==> src/design/integer_matrix_multiply_assert.svh <==
// Assertion macros shared by the matrix multiplier modules.
// Simulation builds get the checks; synthesis builds get empty bodies.
`ifndef INTEGER_MATRIX_MULTIPLY_ASSERT_SVH
`define INTEGER_MATRIX_MULTIPLY_ASSERT_SVH

`ifndef SYNTHESIS
// Same-cycle property, checked outside reset.
`define IMM_ASSERT(lbl, clk, rst_n, prop, msg) \
    lbl: assert property (@(posedge clk) disable iff (!rst_n) prop) else $error(msg);
// Next-cycle implication, checked outside reset.
`define IMM_ASSERT_NEXT(lbl, clk, rst_n, ante, cons, msg) \
    lbl: assert property (@(posedge clk) disable iff (!rst_n) (ante) |=> (cons)) else $error(msg);
`else
`define IMM_ASSERT(lbl, clk, rst_n, prop, msg)
`define IMM_ASSERT_NEXT(lbl, clk, rst_n, ante, cons, msg)
`endif

`endif

==> src/design/imm_pkg.sv <==
package imm_pkg;

    localparam int MAX_DIM    = 8;
    localparam int DATA_W     = 32;
    localparam int DIM_W      = 4;                     // configuration register width
    localparam int IDX_W      = $clog2(MAX_DIM);       // row / column / inner index
    localparam int DEPTH      = MAX_DIM * MAX_DIM;     // entries per matrix store
    localparam int ADDR_W     = $clog2(DEPTH);
    localparam int CNT_W      = ADDR_W + 1;            // load counter over A and B
    localparam int LEN_W      = CNT_W + 1;             // room for a full run length
    localparam int CFG_IDX_W  = 2;

    // Configuration register indexes
    localparam logic [CFG_IDX_W-1:0] CFG_ROWS_A    = 2'd0;
    localparam logic [CFG_IDX_W-1:0] CFG_INNER_DIM = 2'd1;
    localparam logic [CFG_IDX_W-1:0] CFG_COLS_B    = 2'd2;

    // Controller to datapath commands
    typedef struct packed {
        logic              wr_a;
        logic              wr_b;
        logic [ADDR_W-1:0] wr_addr;
        logic              rd_en;
        logic [ADDR_W-1:0] a_addr;
        logic [ADDR_W-1:0] b_addr;
        logic              first;
        logic              last;
        logic [IDX_W-1:0]  row;
        logic [IDX_W-1:0]  col;
        logic              last_run;
    } t_cmd;

    // Datapath to controller status
    typedef struct packed {
        logic out_busy;
        logic done;
    } t_stat;

    // Clamp a dimension register to 1..MAX_DIM and return it minus one
    function automatic logic [IDX_W-1:0] eff_dim_m1(input logic [DIM_W-1:0] v);
        logic [IDX_W-1:0] res;
        if (v == '0) begin
            res = '0;
        end else if (v > DIM_W'(MAX_DIM)) begin
            res = IDX_W'(MAX_DIM - 1);
        end else begin
            res = IDX_W'(v - DIM_W'(1));
        end
        return res;
    endfunction

endpackage

==> src/design/imm_ctrl.sv <==
`include "integer_matrix_multiply_assert.svh"

module imm_ctrl (
    input  logic                             i_clk,
    input  logic                             i_rst_n,
    input  logic                             i_cfg_we,
    input  logic [imm_pkg::CFG_IDX_W-1:0]    i_cfg_idx,
    input  logic [imm_pkg::DIM_W-1:0]        i_cfg_data,
    input  logic                             i_in_valid,
    output logic                             o_in_ready,
    input  imm_pkg::t_stat                   i_stat,
    output imm_pkg::t_cmd                    o_cmd
);

    typedef enum logic [2:0] {
        S_LOAD  = 3'b001,
        S_ISSUE = 3'b010,
        S_WAIT  = 3'b100
    } t_state;

    t_state                          r_state, n_state;
    logic [imm_pkg::CNT_W-1:0]       r_load_cnt, n_load_cnt;
    logic [imm_pkg::IDX_W-1:0]       r_rm1, n_rm1;
    logic [imm_pkg::IDX_W-1:0]       r_km1, n_km1;
    logic [imm_pkg::IDX_W-1:0]       r_cm1, n_cm1;
    logic [imm_pkg::IDX_W-1:0]       r_i, n_i;
    logic [imm_pkg::IDX_W-1:0]       r_j, n_j;
    logic [imm_pkg::IDX_W-1:0]       r_t, n_t;
    logic [imm_pkg::ADDR_W-1:0]      r_a_base, n_a_base;
    logic [imm_pkg::ADDR_W-1:0]      r_a_addr, n_a_addr;
    logic [imm_pkg::ADDR_W-1:0]      r_b_addr, n_b_addr;

    logic [imm_pkg::DIM_W-1:0]       dim_r, dim_k, dim_c;
    logic [imm_pkg::CNT_W-1:0]       a_len, b_len;
    logic [imm_pkg::LEN_W-1:0]       total_m1;
    logic                            accept, last_load, in_a, issue;

    // Effective dimensions and run lengths
    assign dim_r    = imm_pkg::DIM_W'(r_rm1) + imm_pkg::DIM_W'(1);
    assign dim_k    = imm_pkg::DIM_W'(r_km1) + imm_pkg::DIM_W'(1);
    assign dim_c    = imm_pkg::DIM_W'(r_cm1) + imm_pkg::DIM_W'(1);
    assign a_len    = imm_pkg::CNT_W'(dim_r) * imm_pkg::CNT_W'(dim_k);
    assign b_len    = imm_pkg::CNT_W'(dim_k) * imm_pkg::CNT_W'(dim_c);
    assign total_m1 = imm_pkg::LEN_W'(a_len) + imm_pkg::LEN_W'(b_len)
                      - imm_pkg::LEN_W'(1);

    // Load handshake
    assign o_in_ready = (r_state == S_LOAD);
    assign accept     = i_in_valid && (r_state == S_LOAD);
    assign last_load  = accept && (imm_pkg::LEN_W'(r_load_cnt) == total_m1);
    assign in_a       = (r_load_cnt < a_len);
    assign issue      = (r_state == S_ISSUE) && !i_stat.out_busy;

    // Commands to the datapath
    always_comb begin
        o_cmd          = '0;
        o_cmd.wr_a     = accept && in_a;
        o_cmd.wr_b     = accept && !in_a;
        o_cmd.wr_addr  = in_a ? r_load_cnt[imm_pkg::ADDR_W-1:0]
                              : imm_pkg::ADDR_W'(r_load_cnt - a_len);
        o_cmd.rd_en    = issue;
        o_cmd.a_addr   = r_a_addr;
        o_cmd.b_addr   = r_b_addr;
        o_cmd.first    = (r_t == '0);
        o_cmd.last     = (r_t == r_km1);
        o_cmd.row      = r_i;
        o_cmd.col      = r_j;
        o_cmd.last_run = (r_i == r_rm1) && (r_j == r_cm1);
    end

    // Sequence loading, dot-product issue and result hand-off
    always_comb begin
        n_state    = r_state;
        n_load_cnt = r_load_cnt;
        n_rm1      = r_rm1;
        n_km1      = r_km1;
        n_cm1      = r_cm1;
        n_i        = r_i;
        n_j        = r_j;
        n_t        = r_t;
        n_a_base   = r_a_base;
        n_a_addr   = r_a_addr;
        n_b_addr   = r_b_addr;

        unique case (r_state)
            S_LOAD: begin
                if (last_load) begin
                    n_load_cnt = '0;
                    n_i        = '0;
                    n_j        = '0;
                    n_t        = '0;
                    n_a_base   = '0;
                    n_a_addr   = '0;
                    n_b_addr   = '0;
                    n_state    = S_ISSUE;
                end else if (accept) begin
                    n_load_cnt = r_load_cnt + imm_pkg::CNT_W'(1);
                end
            end
            S_ISSUE: begin
                if (issue) begin
                    if (r_t == r_km1) begin
                        n_t     = '0;
                        n_state = S_WAIT;
                    end else begin
                        n_t      = r_t + imm_pkg::IDX_W'(1);
                        n_a_addr = r_a_addr + imm_pkg::ADDR_W'(1);
                        n_b_addr = r_b_addr + imm_pkg::ADDR_W'(dim_c);
                    end
                end
            end
            S_WAIT: begin
                if (i_stat.done) begin
                    priority if (r_j != r_cm1) begin
                        n_j      = r_j + imm_pkg::IDX_W'(1);
                        n_a_addr = r_a_base;
                        n_b_addr = imm_pkg::ADDR_W'(r_j) + imm_pkg::ADDR_W'(1);
                        n_state  = S_ISSUE;
                    end else if (r_i != r_rm1) begin
                        n_i      = r_i + imm_pkg::IDX_W'(1);
                        n_j      = '0;
                        n_a_base = r_a_base + imm_pkg::ADDR_W'(dim_k);
                        n_a_addr = r_a_base + imm_pkg::ADDR_W'(dim_k);
                        n_b_addr = '0;
                        n_state  = S_ISSUE;
                    end else begin
                        n_state  = S_LOAD;
                    end
                end
            end
            default: n_state = S_LOAD;
        endcase

        // Writes to the dimension registers restart loading
        if (i_cfg_we) begin
            unique case (i_cfg_idx)
                imm_pkg::CFG_ROWS_A: begin
                    n_rm1      = imm_pkg::eff_dim_m1(i_cfg_data);
                    n_load_cnt = '0;
                end
                imm_pkg::CFG_INNER_DIM: begin
                    n_km1      = imm_pkg::eff_dim_m1(i_cfg_data);
                    n_load_cnt = '0;
                end
                imm_pkg::CFG_COLS_B: begin
                    n_cm1      = imm_pkg::eff_dim_m1(i_cfg_data);
                    n_load_cnt = '0;
                end
                default: ;
            endcase
        end
    end

    // State and counters
    always_ff @(posedge i_clk) begin
        if (!i_rst_n) begin
            r_state    <= S_LOAD;
            r_load_cnt <= '0;
            r_rm1      <= '0;
            r_km1      <= '0;
            r_cm1      <= '0;
            r_i        <= '0;
            r_j        <= '0;
            r_t        <= '0;
            r_a_base   <= '0;
            r_a_addr   <= '0;
            r_b_addr   <= '0;
        end else begin
            r_state    <= n_state;
            r_load_cnt <= n_load_cnt;
            r_rm1      <= n_rm1;
            r_km1      <= n_km1;
            r_cm1      <= n_cm1;
            r_i        <= n_i;
            r_j        <= n_j;
            r_t        <= n_t;
            r_a_base   <= n_a_base;
            r_a_addr   <= n_a_addr;
            r_b_addr   <= n_b_addr;
        end
    end

    `IMM_ASSERT(a_done_in_wait, i_clk, i_rst_n, i_stat.done |-> (r_state == S_WAIT), "result completed outside wait")
    `IMM_ASSERT(a_inner_in_range, i_clk, i_rst_n, (r_t <= r_km1), "inner index past inner dimension")
    `IMM_ASSERT(a_rowcol_in_range, i_clk, i_rst_n, (r_state == S_ISSUE) |-> ((r_i <= r_rm1) && (r_j <= r_cm1)), "product index out of range")
    `IMM_ASSERT_NEXT(a_last_load_starts, i_clk, i_rst_n, last_load, (r_state == S_ISSUE), "final element did not start compute")

endmodule

==> config.mk <==
export PLATFORM = sky130hd
export DESIGN_NAME = imm_ctrl
export DESIGN_NICKNAME = d
export VERILOG_FILES = /design/src/design/imm_pkg.sv /design/src/design/imm_ctrl.sv
export VERILOG_INCLUDE_DIRS = /design/src /design/src/design
export SDC_FILE = /design/constraint.sdc
export NUM_CORES = 1
export LEC_CHECK = 0
export BUFFER_PORTS_ARGS = -buffer_cell sky130_fd_sc_hd__buf_2
export CORE_ASPECT_RATIO = 0.7
export CORE_MARGIN = 1.5
export CORE_UTILIZATION = 44
export CTS_CLUSTER_DIAMETER = 150
export DETAILED_ROUTE_END_ITERATION = 16
export REMOVE_ABC_BUFFERS = 1
export SLEW_MARGIN = 20
export SYNTH_ARGS = -nofsm -noshare
export SYNTH_HDL_FRONTEND = slang
export SYNTH_SLANG_ARGS = --single-unit
==> constraint.sdc <==
create_clock -name i_clk -period 9.1 [get_ports i_clk]
set_input_delay 0.91 -clock i_clk [delete_from_list [all_inputs] [get_ports i_clk]]
set_output_delay 0.91 -clock i_clk [all_outputs]
set_load 0.1 [all_outputs]
== Word-level counts from Yosys, hierarchy flattened ==
Cells that the tools add are included.
Word-level totals
  logic and storage cells: 115
  bits in registers: 46
  input bits: 12
  output and inout bits: 31
Cells by class
  muxes and demuxes: 43
  $lt $le $gt $ge: 2
  reduce and logical (&&, ||, !) cells: 23
  $add $sub $neg: 15
  multiply operators: 2
  eq/ne operators: 19
Operators with widths (count)
  6-bit 2-to-1 mux: 14
  3-bit 2-to-1 mux: 15
  6-bit case mux with 3 select lines: 2
  7-bit 2-to-1 mux: 5
  3-bit case mux with 2 select lines: 3
  3-bit by 1-bit adder with 4-bit output, second input constant: 4
  4-bit by 4-bit multiplier with 7-bit output: 2
  6-bit by 4-bit adder with 6-bit output: 2
  2-bit != test, second input constant: 6
  6-bit case mux with 2 select lines: 1
  3-bit by 1-bit adder with 3-bit output, second input constant: 3
  3-bit == test: 3
  3-bit case mux with 3 select lines: 1
  7-bit by 7-bit adder with 8-bit output: 1
  7-bit by 8-bit == test with 1-bit output: 1
  4-bit AND reduction: 2
  8-bit by 1-bit subtractor with 8-bit output, second input constant: 1
  7-bit by 1-bit adder with 7-bit output, second input constant: 1
  7-bit < comparator: 1
  6-bit by 1-bit adder with 6-bit output, second input constant: 1
  1-bit logical AND: 6
  3-bit != test: 2
  2-bit AND reduction: 3
  6-bit AND reduction: 1
  20 further kinds: 23

== Logic depth before layout (Yosys ltp) ==
Gate-level depths: netlist of the first run.
  depth in word-level cells: 10
  mapped depth: 22
  mapped depth without buffers: 21

== Least setup slack after synthesis of the first run ==
OpenSTA, ideal clock, no wires.
  path type: register to output
  from: reg r_km1[0] in the netlist's numbering
  to: out o_cmd[27] in the netlist's numbering
  path buffers: 1
  path slack: 2606 ps
  required time: 8190 ps
  cell stages (with the launch flop): 15
  data arrival time: 5584 ps
  cell sequence: dfxtp_1 -> clkbuf_1 -> nand3_1 -> inv_1 -> nand2b_1 -> fa_1 -> fa_1 -> inv_1 -> fa_1 -> xnor2_1 -> ha_1 -> a21oi_1 -> o21ai_0 -> xnor2_1 -> o21ai_0
RTL lines
  start: declaration: line imm_ctrl.sv:24  | logic [imm_pkg::IDX_W-1:0] r_km1, n_km1;
  start signal: assignment: line imm_ctrl.sv:172  | r_km1 <= n_km1;
  end: declaration: line imm_ctrl.sv:12  | output imm_pkg::t_cmd o_cmd

==> results of run 1 <==
## state kept, by name, indices dropped and copies added, names as in the netlist
register	count
r_a_base	6
r_i	3
r_km1	3
r_t	3
r_j	3
r_cm1	3
r_a_addr	6
r_load_cnt	7
r_rm1	3
r_b_addr	6
r_state	3
## worst max-delay path: cells and delay by family (launching register included)
family | cells | cell delay, ns
simple gates | 1 | 0.14
mux | 1 | 0.26
xor+xnor | 2 | 0.67
buf+inv | 3 | 0.69
compound gates | 3 | 0.62
fa+ha+maj | 6 | 2.42
flops | 1 | 0.41
## path summary, 6_finish.rpt
kind,slack [ns],depth (start not counted),from,endpoint
max,2.71,16,r_km1[0]$_SDFFE_PN0P_,o_cmd[23]
min,0.47,2,r_a_addr[5]$_SDFFE_PN0P_,r_a_addr[5]$_SDFFE_PN0P_
max reg2reg,2.77,21,r_km1[0]$_SDFFE_PN0P_,r_a_addr[2]$_SDFFE_PN0P_
min reg2reg,0.47,2,r_a_addr[5]$_SDFFE_PN0P_,r_a_addr[5]$_SDFFE_PN0P_
## per-stage QoR
step                      total power, uW  hold slack, ns   util  worst slack (ns)  cells
after floorplan                       616           0.451      -              2.54    530
after global placement                700           0.456  0.485              3.07    702
after detailed placement              702           0.463  0.485              2.87    702
after CTS                             914           0.472  0.502              2.71    710
after global routing                  962           0.490  0.502              2.44    710
final                                 911           0.469  0.502              2.71    710
## power by group through the flow
stage	Sequential (uW)	Combinational, uW	Clock [uW]
after floorplan	305	311	0
after global placement	242	458	0
after detailed placement	242	460	0
after CTS	238	463	214
after global routing	240	500	222
final	238	463	210
## routing by layer
metal,wire length (um),GRT usage,share of wire
met1,5920,0.348,0.53
met2,4540,0.319,0.41
met3,571,0.0349,0.051
met4,80,0.0307,0.0072
met5,0,0,0
## cells in the mapped netlist (2+ instances only)
library cell  count  share of area
a211oi_1         13          0.022
a21o_1           11          0.019
a21oi_1          32          0.036
a221oi_1          2         0.0040
and2_1            4         0.0057
buf_1             2         0.0017
buf_2             2         0.0023
buf_4             2         0.0034
clkbuf_1         12          0.010
dfxtp_1          46           0.21
fa_1             12          0.055
ha_1             56           0.16
inv_1            59          0.050
mux2_2            4          0.010
mux2i_1          13          0.030
nand2_1          46          0.039
nand2b_1          5         0.0071
nand3_1          21          0.024
nand3b_1          2         0.0034
nand4_1           5         0.0071
nor2_1           70          0.060
nor2b_1           4         0.0057
nor3_1            9          0.010
nor3b_1           3         0.0051
nor3b_2           2         0.0057
o21a_1            2         0.0034
o21ai_0          13          0.015
o21ai_1           3         0.0034
o22ai_1           8          0.011
o32ai_1           2         0.0040
or2_2             3         0.0043
or3_1             3         0.0043
or3b_2            3         0.0060
xnor2_1          38          0.076
xor2_1           13          0.026
## logic make-up after synthesis
group / count (synthesis) / synth area share
multiplexers: 18 / 0.0451
AO/OA/AOI/OAI: 101 / 0.160
AND/OR/NAND/NOR: 186 / 0.199
adder cells (fa/ha/maj): 69 / 0.217
XOR/XNOR: 51 / 0.102
flip-flops: 46 / 0.210
buffers and inverters: 77 / 0.0681
## final cells by class
type,instances,area [um^2]
Clock buffer,6,129
Tap cell,128,160
Inverter,59,221
Timing Repair Buffer,44,225
Multi-Input combinational cell,425,3170
Sequential cell,46,921
Clock inverter,2,37.5
Fill cell,995,4820
==> impl_metrics.tcl, run 1 <==
set metrics [dict create \
    run_status "finished, final reports clean" \
    gp_congestion 0.889 \
    dpl_cell_area_um2 4700 \
    clock_sinks 46 \
    fin_tns_setup_ns 0 \
    area_growth_pct 10.8 \
    clockBufferDepth 2 \
    initial_core_util 0.453 \
    routed_wl_mm 11.1 \
    layout_min_cycle_time_ns 6.39 \
    cap_violations 0 \
    synth_area_per_cell_um2 8.01 \
    ys_ff_latch 46 \
    sw_frac_of_total 0.474 \
    path_class "reg2out" \
    gr-total-overflow 0 \
    peakVddDrop_uv 84.7 \
    slew_viol_final 0 \
    grt_setup_unrepaired "false" \
    cp_slowest_cell "fa_1" \
    clk_pin_slew_ns 0.07 \
    ctsHoldBuffers 0 \
    p_seq_frac 0.261 \
    synth_edf_count 0 \
    die_h_um 86.6 \
    ys_types 58 \
    fin_nets 661 \
    grt_pass1_wl_mm 18.2 \
    cts_tree "yes" \
    finalInstanceArea_um2 4860 \
    p_leak_uw 0.00227 \
    cts_root_buf "clkbuf_16" \
    setup_viol 0 \
    crit_path_frequent_cell "fa_1" \
    core_area_um2 9680 \
    synth_warnings 0 \
    power_density_nw_per_um2 187 \
    clock_latency_ns 0.29 \
    finalCritPeriodShare 0.703 \
    final_layout_size_suffix_gt1_frac 0.122 \
    p_sw_uw 431 \
    ioPinCount 43 \
    routedWlPerCell_um 15.7 \
    synth_flop_cell "dfxtp_1" \
    worstPathRequired_ns 8.19 \
    drt_iter0_drc 228 \
    rows 30 \
    end_kind "output port" \
    pwr-share-clk 0.230 \
    grt_max_degree 27 \
    grt_pass1_vias 3581 \
    intPower_uw 480 \
    slew_headroom 0.375 \
    diodes 0 \
    worstHoldPathType "reg2reg" \
    cp-start-kind "flop" \
    route.detailed.drc 0 \
    vias_per_cell 5.43 \
    antenna_found_initial 0 \
    finClkSkew_ns 0.00983 \
    syn_inst 548 \
    cts-resized-gates 0 \
    ctsHtreeMaxLevel 2 \
    cts-buffers-inserted 5 \
    die_area_um2 10600 \
    final_common_cell "nor2_1" \
    grt.total_usage 0.221 \
    post_cts_buffers 0 \
    dp_hpwl_mm 9.17 \
    drt_pass1_iterations 5 \
    tightest_slew_ns 0.937 \
    final_cell_mix "nor2_1, inv_1, ha_1, nand2_1, dfxtp_1" \
    seq_area_frac_synth 0.210 \
    slowest_delay_ns 0.54 \
    dieWidth_um 122 \
    arrival_ns 5.48 \
    fmax_mhz 156 \
    crit_path_max_fanout 10 \
    io_buffer_count 42 \
    hold_viol 0 \
    pwr-share-comb 0.508 \
    synthArstFlopShare 0 \
    syn_area_um2 4390 \
    crit_chain "ha_1 -> xnor2_1 -> inv_1 -> nand2_1 -> fa_1 -> fa_1 -> inv_1 -> fa_1 -> xnor2_1 -> ha_1 -> a21oi_1 -> o21ai_0 -> maj3_1 -> a21o_1 -> mux2_2 -> buf_2" \
    vias 3857 \
    route.antenna.remaining_nets 0 \
]
Power figures use the tool's default switching activity.
==> run 2, diff against run 1 <==
==> constraint.sdc (replaced) <==
create_clock -name i_clk -period 5.4 [get_ports i_clk]
set_input_delay 0.54 -clock i_clk [delete_from_list [all_inputs] [get_ports i_clk]]
set_output_delay 0.54 -clock i_clk [all_outputs]
set_load 0.1 [all_outputs]
==> impl_metrics.tcl, run 2 (synthesis gave the netlist of run 1 again) <==
set metrics [dict create \
    run_status "finished, final reports clean" \
    dpl_cell_area_um2 4910 \
    area_growth_pct 19.0 \
    initial_core_util 0.453 \
    antenna_found_initial 0 \
    end_kind "flop" \
    fin_ws_ns 0.181 \
    slew_headroom 0.435 \
    p_leak_uw 0.00239 \
    gp_congestion 0.851 \
    dieWidth_um 122 \
    routed_wl_mm 11.5 \
    ctsHtreeMaxLevel 2 \
    vias_per_cell 5.46 \
    largest_register "r_load_cnt" \
    drt_iter0_drc 249 \
    p_sw_uw 743 \
    min_from "r_a_addr[5]$_SDFFE_PN0P_" \
    arrival_ns 5.37 \
    tightest_slew_ns 0.844 \
    worstPathRequired_ns 5.55 \
    ioPinCount 43 \
    die_area_um2 10600 \
    crit_path_max_fanout 5 \
    finalCritPeriodShare 0.966 \
    grt.total_usage 0.221 \
    rows 30 \
    core_area_um2 9680 \
    drt_pass1_iterations 5 \
    cp-start-kind "flop" \
    grt_pass1_vias 3636 \
    r2r_start "r_cm1[0]$_SDFFE_PN0P_" \
    finalInstanceArea_um2 5220 \
    io_buffer_count 42 \
    worstHoldPathType "reg2reg" \
    routedWlPerCell_um 15.7 \
    hold_viol 0 \
    cts_tree "yes" \
    setup_viol 0 \
    pwr-share-clk 0.219 \
    ctsHoldBuffers 0 \
    path_class "reg2reg" \
    fmax_mhz 192 \
    power_uw 1610 \
    cap_violations 0 \
    dp_hpwl_mm 9.25 \
    layout_min_cycle_time_ns 5.22 \
    final_cell_mix "nor2_1, inv_1, ha_1, nand2_1, dfxtp_1" \
    final_common_cell "nor2_1" \
    fin_nets 682 \
    largest_reg_flops 7 \
    sw_frac_of_total 0.462 \
    peakVddDrop_uv 160 \
    grt_pass1_wl_mm 18.5 \
    route.detailed.drc 0 \
    gr-total-overflow 0 \
    cts-buffers-inserted 5 \
    pwr-share-comb 0.534 \
    p_seq_frac 0.247 \
    dpl_worst_slack_ns 0.0335 \
    clock_latency_ns 0.29 \
    clock_sinks 46 \
    fin_tns_setup_ns 0 \
    die_h_um 86.6 \
    vias 3991 \
    route.antenna.remaining_nets 0 \
    power_density_nw_per_um2 308 \
    hold_slack_ns 0.469 \
    intPower_uw 867 \
    finClkSkew_ns 0.0103 \
    slew_viol_final 0 \
    grt_max_degree 27 \
    final_layout_size_suffix_gt1_frac 0.189 \
    clockBufferDepth 2 \
    clk_pin_slew_ns 0.07 \
    diodes 0 \
    worstSetupStartpoint "r_cm1[0]$_SDFFE_PN0P_" \
    cts_root_buf "clkbuf_16" \
]
[run 2: cell count changes in the layout (fill, tap and decap cells not counted), moves of 3 or more]
cell / change
buf_2: -7
dfxtp_2: +5
a21oi_1: -3
xnor2_1: -3
buf_4: +19
buf_12: +6
a21oi_2: +3
ha_4: +3
ha_1: -4
dfxtp_1: -5
xnor2_2: +3
[run 2: stage by stage]
stage	std cells	util
3_3_place_gp	719	0.507
5_1_grt	731	0.539
3_5_place_dp	719	0.507
6_report	731	0.539
4_1_cts	727	0.525
2_1_floorplan	530	-
[run 2: what timing repair did]
action,in CTS,in global routing
resized for setup,2,26
pin swaps,1,10
endpoints found under the setup margin,6,41
setup buffers,0,4
[run 2: final timing paths]
kind,end,slack [ns],cells after the start
setup / recovery,r_a_base[1]$_SDFFE_PN0P_,0.18,21
hold / removal,r_a_addr[5]$_SDFFE_PN0P_,0.47,2
setup reg to reg,r_a_base[1]$_SDFFE_PN0P_,0.18,21
hold reg to reg,r_a_addr[5]$_SDFFE_PN0P_,0.47,2
[run 2: routing by layer]
layer  global-route usage  up-vias  wire (um)
met5                    0        -          0
met4               0.0391        0        106
met3               0.0355       14        614
met2                0.309      106       4550
met1                0.352     1892       6180
li1                     -     1979          -
[run 2: area by class of cell]
type | count | area, um^2
well taps | 128 | 160
clock inverters | 1 | 30.0
repair buffers | 65 | 483
multi-input cells | 425 | 3270
inverters | 59 | 221
clock buffers | 7 | 133
fillers | 914 | 4460
flip-flops and latches | 46 | 927
[run 2: power groups by stage]
stage / clock network, uW / registers (uW) / logic, uW
after global routing: 369 / 402 / 915
after CTS: 360 / 395 / 844
after floorplan: 0 / 514 / 524
final: 352 / 398 / 861
after detailed placement: 0 / 403 / 840
after global placement: 0 / 401 / 835
[run 2: worst max-delay path, cell delays in order (launching register included)]
cell and delay, ns:
dfxtp_1 0.34, ha_2 0.21, xnor2_2 0.14, inv_2 0.09, nand2_1 0.08, fa_1 0.51, fa_1 0.55, inv_1 0.07
fa_2 0.37, a21o_1 0.18, a21oi_2 0.14, xnor2_1 0.10, ha_1 0.28, inv_1 0.07, ha_4 0.29, or3b_2 0.12
nand4_1 0.13, a2111oi_4 0.44, o2111ai_4 0.26, a211oi_4 0.43, mux2i_1 0.22, nor2_1 0.05
==> run 3, diff against run 2 <==
==> constraint.sdc (replaced) <==
create_clock -name i_clk -period 5.8 [get_ports i_clk]
set_input_delay 0.58 -clock i_clk [delete_from_list [all_inputs] [get_ports i_clk]]
set_output_delay 0.58 -clock i_clk [all_outputs]
set_load 0.1 [all_outputs]
==> impl_metrics.tcl, run 3 (synthesis gave the netlist of run 1 again) <==
set metrics [dict create \
    antenna_found_initial 0 \
    cp_slowest_cell "fa_1" \
    pwr-share-comb 0.523 \
    slowest_delay_ns 0.54 \
    vias_per_cell 5.45 \
    finalCritPeriodShare 0.963 \
    dieWidth_um 122 \
    pwr-share-clk 0.224 \
    cap_violations 0 \
    die_h_um 86.6 \
    route.antenna.remaining_nets 0 \
    finClkSkew_ns 0.00376 \
    diodes 0 \
    rows 30 \
    gr-total-overflow 0 \
    path_class "reg2out" \
    fin_ws_ns 0.213 \
    grt_setup_unrepaired "true" \
    sw_frac_of_total 0.470 \
    die_area_um2 10600 \
    cts_root_buf "clkbuf_16" \
    crit_path_max_fanout 7 \
    dpl_worst_slack_ns 0.188 \
    p_seq_frac 0.253 \
    gp_congestion 0.869 \
    clock_sinks 46 \
    slew_viol_final 0 \
    largest_register "r_load_cnt" \
    io_buffer_count 42 \
    grt.total_usage 0.222 \
    cts_tree "yes" \
    final_cell_mix "nor2_1, inv_1, ha_1, nand2_1, dfxtp_1" \
    tightest_slew_ns 0.858 \
    ioPinCount 43 \
    route.detailed.drc 0 \
    initial_core_util 0.453 \
    r2r_slack_ns 0.30 \
    fin_util 0.514 \
    area_growth_pct 13.3 \
    crit_family "adder cells" \
    grt_pass1_vias 3564 \
    layout_min_cycle_time_ns 5.59 \
    drt_pass1_iterations 5 \
    core_area_um2 9680 \
    p_sw_uw 690 \
    ctsHtreeMaxLevel 2 \
    clock_latency_ns 0.29 \
    dp_hpwl_mm 9.23 \
    setup_viol 0 \
    slew_headroom 0.428 \
    worstHoldPathType "reg2reg" \
    drt_iter0_drc 254 \
    peakVddDrop_uv 125 \
    final_layout_size_suffix_gt1_frac 0.141 \
    routedWlPerCell_um 15.7 \
    fmax_mhz 179 \
    clockBufferDepth 2 \
    crit_path_frequent_cell "fa_1" \
    crit_buf_inv 3 \
    hold_viol 0 \
    run_status "finished, final reports clean" \
    intPower_uw 777 \
    fin_nets 669 \
    cts-buffers-inserted 5 \
    ctsHoldBuffers 0 \
    clk_pin_slew_ns 0.06 \
    cp-start-kind "flop" \
    largest_reg_flops 7 \
    final_common_cell "nor2_1" \
    vias 3916 \
    p_leak_uw 0.00232 \
    routed_wl_mm 11.3 \
    grt_max_degree 27 \
    fillers 984 \
    power_density_nw_per_um2 295 \
    arrival_ns 5.01 \
    end_kind "output port" \
    crit_chain "ha_1 -> xnor2_1 -> inv_1 -> nand2_1 -> fa_1 -> fa_1 -> inv_1 -> fa_1 -> xnor2_2 -> ha_1 -> a21oi_1 -> o21ai_0 -> maj3_1 -> a21o_1 -> mux2_2 -> clkbuf_4" \
    grt_pass1_wl_mm 18.3 \
    worstPathRequired_ns 5.22 \
]
## run 3: power by group through the flow
stage	registers [uW]	clock network (uW)	logic, uW
after floorplan	479	0	487
after global placement	377	0	740
after detailed placement	378	0	747
after CTS	371	332	751
after global routing	374	350	823
final	371	328	768
## run 3: what timing repair did
| action | CTS | global route |
|---|---|---|
| setup endpoints to repair | 0 | 24 |
| endpoints found under the hold margin | 0 | 0 |
| gates resized for setup | 0 | 12 |
| buffers inserted | 0 | 1 |
## run 3: layout make-up
cell class / count / area (um^2) / share of cell area
Sequential cell: 46 / 922 / 0.185
Clock inverter: 1 / 30.0 / 0.00604
Clock buffer: 7 / 133 / 0.0267
Multi-Input combinational cell: 425 / 3190 / 0.642
Inverter: 59 / 221 / 0.0445
Tap cell: 128 / 160 / 0.0322
Timing Repair Buffer: 52 / 313 / 0.0629
## run 3: final timing paths
kind | start | endpoint | cells after the start
worst max-delay path | r_km1[1]$_SDFFE_PN0P_ | o_cmd[26] | 16
worst min-delay path | r_a_base[2]$_SDFFE_PN0P_ | r_a_base[2]$_SDFFE_PN0P_ | 2
worst max register to register | r_km1[1]$_SDFFE_PN0P_ | r_j[2]$_SDFFE_PN0P_ | 21
worst min register to register | r_a_base[2]$_SDFFE_PN0P_ | r_a_base[2]$_SDFFE_PN0P_ | 2
## run 3: layer usage
metal,vias to the layer above,global-route usage,share of wire
li1,1961,-,-
met1,1838,0.360,0.55
met2,110,0.300,0.38
met3,7,0.0375,0.065
met4,0,0.0423,0.0068
met5,-,0,0
## run 3: metrics by stage
stage | total power, uW | instances | hold WS, ns | cell area [um^2] | TNS, ns
after floorplan | 966 | 530 | 0.451 | 4310 | -0.745
after global placement | 1120 | 709 | 0.454 | 4760 | 0
after detailed placement | 1130 | 709 | 0.476 | 4760 | 0
after CTS | 1450 | 717 | 0.485 | 4930 | 0
after global routing | 1550 | 718 | 0.509 | 4970 | -0.0398
final | 1470 | 718 | 0.489 | 4970 | 0
## run 3: worst min-delay path, cell delays in order (launching register included)
cell	delay (ns)
dfxtp_1	0.33
nand2_1	0.06
mux2i_1	0.06
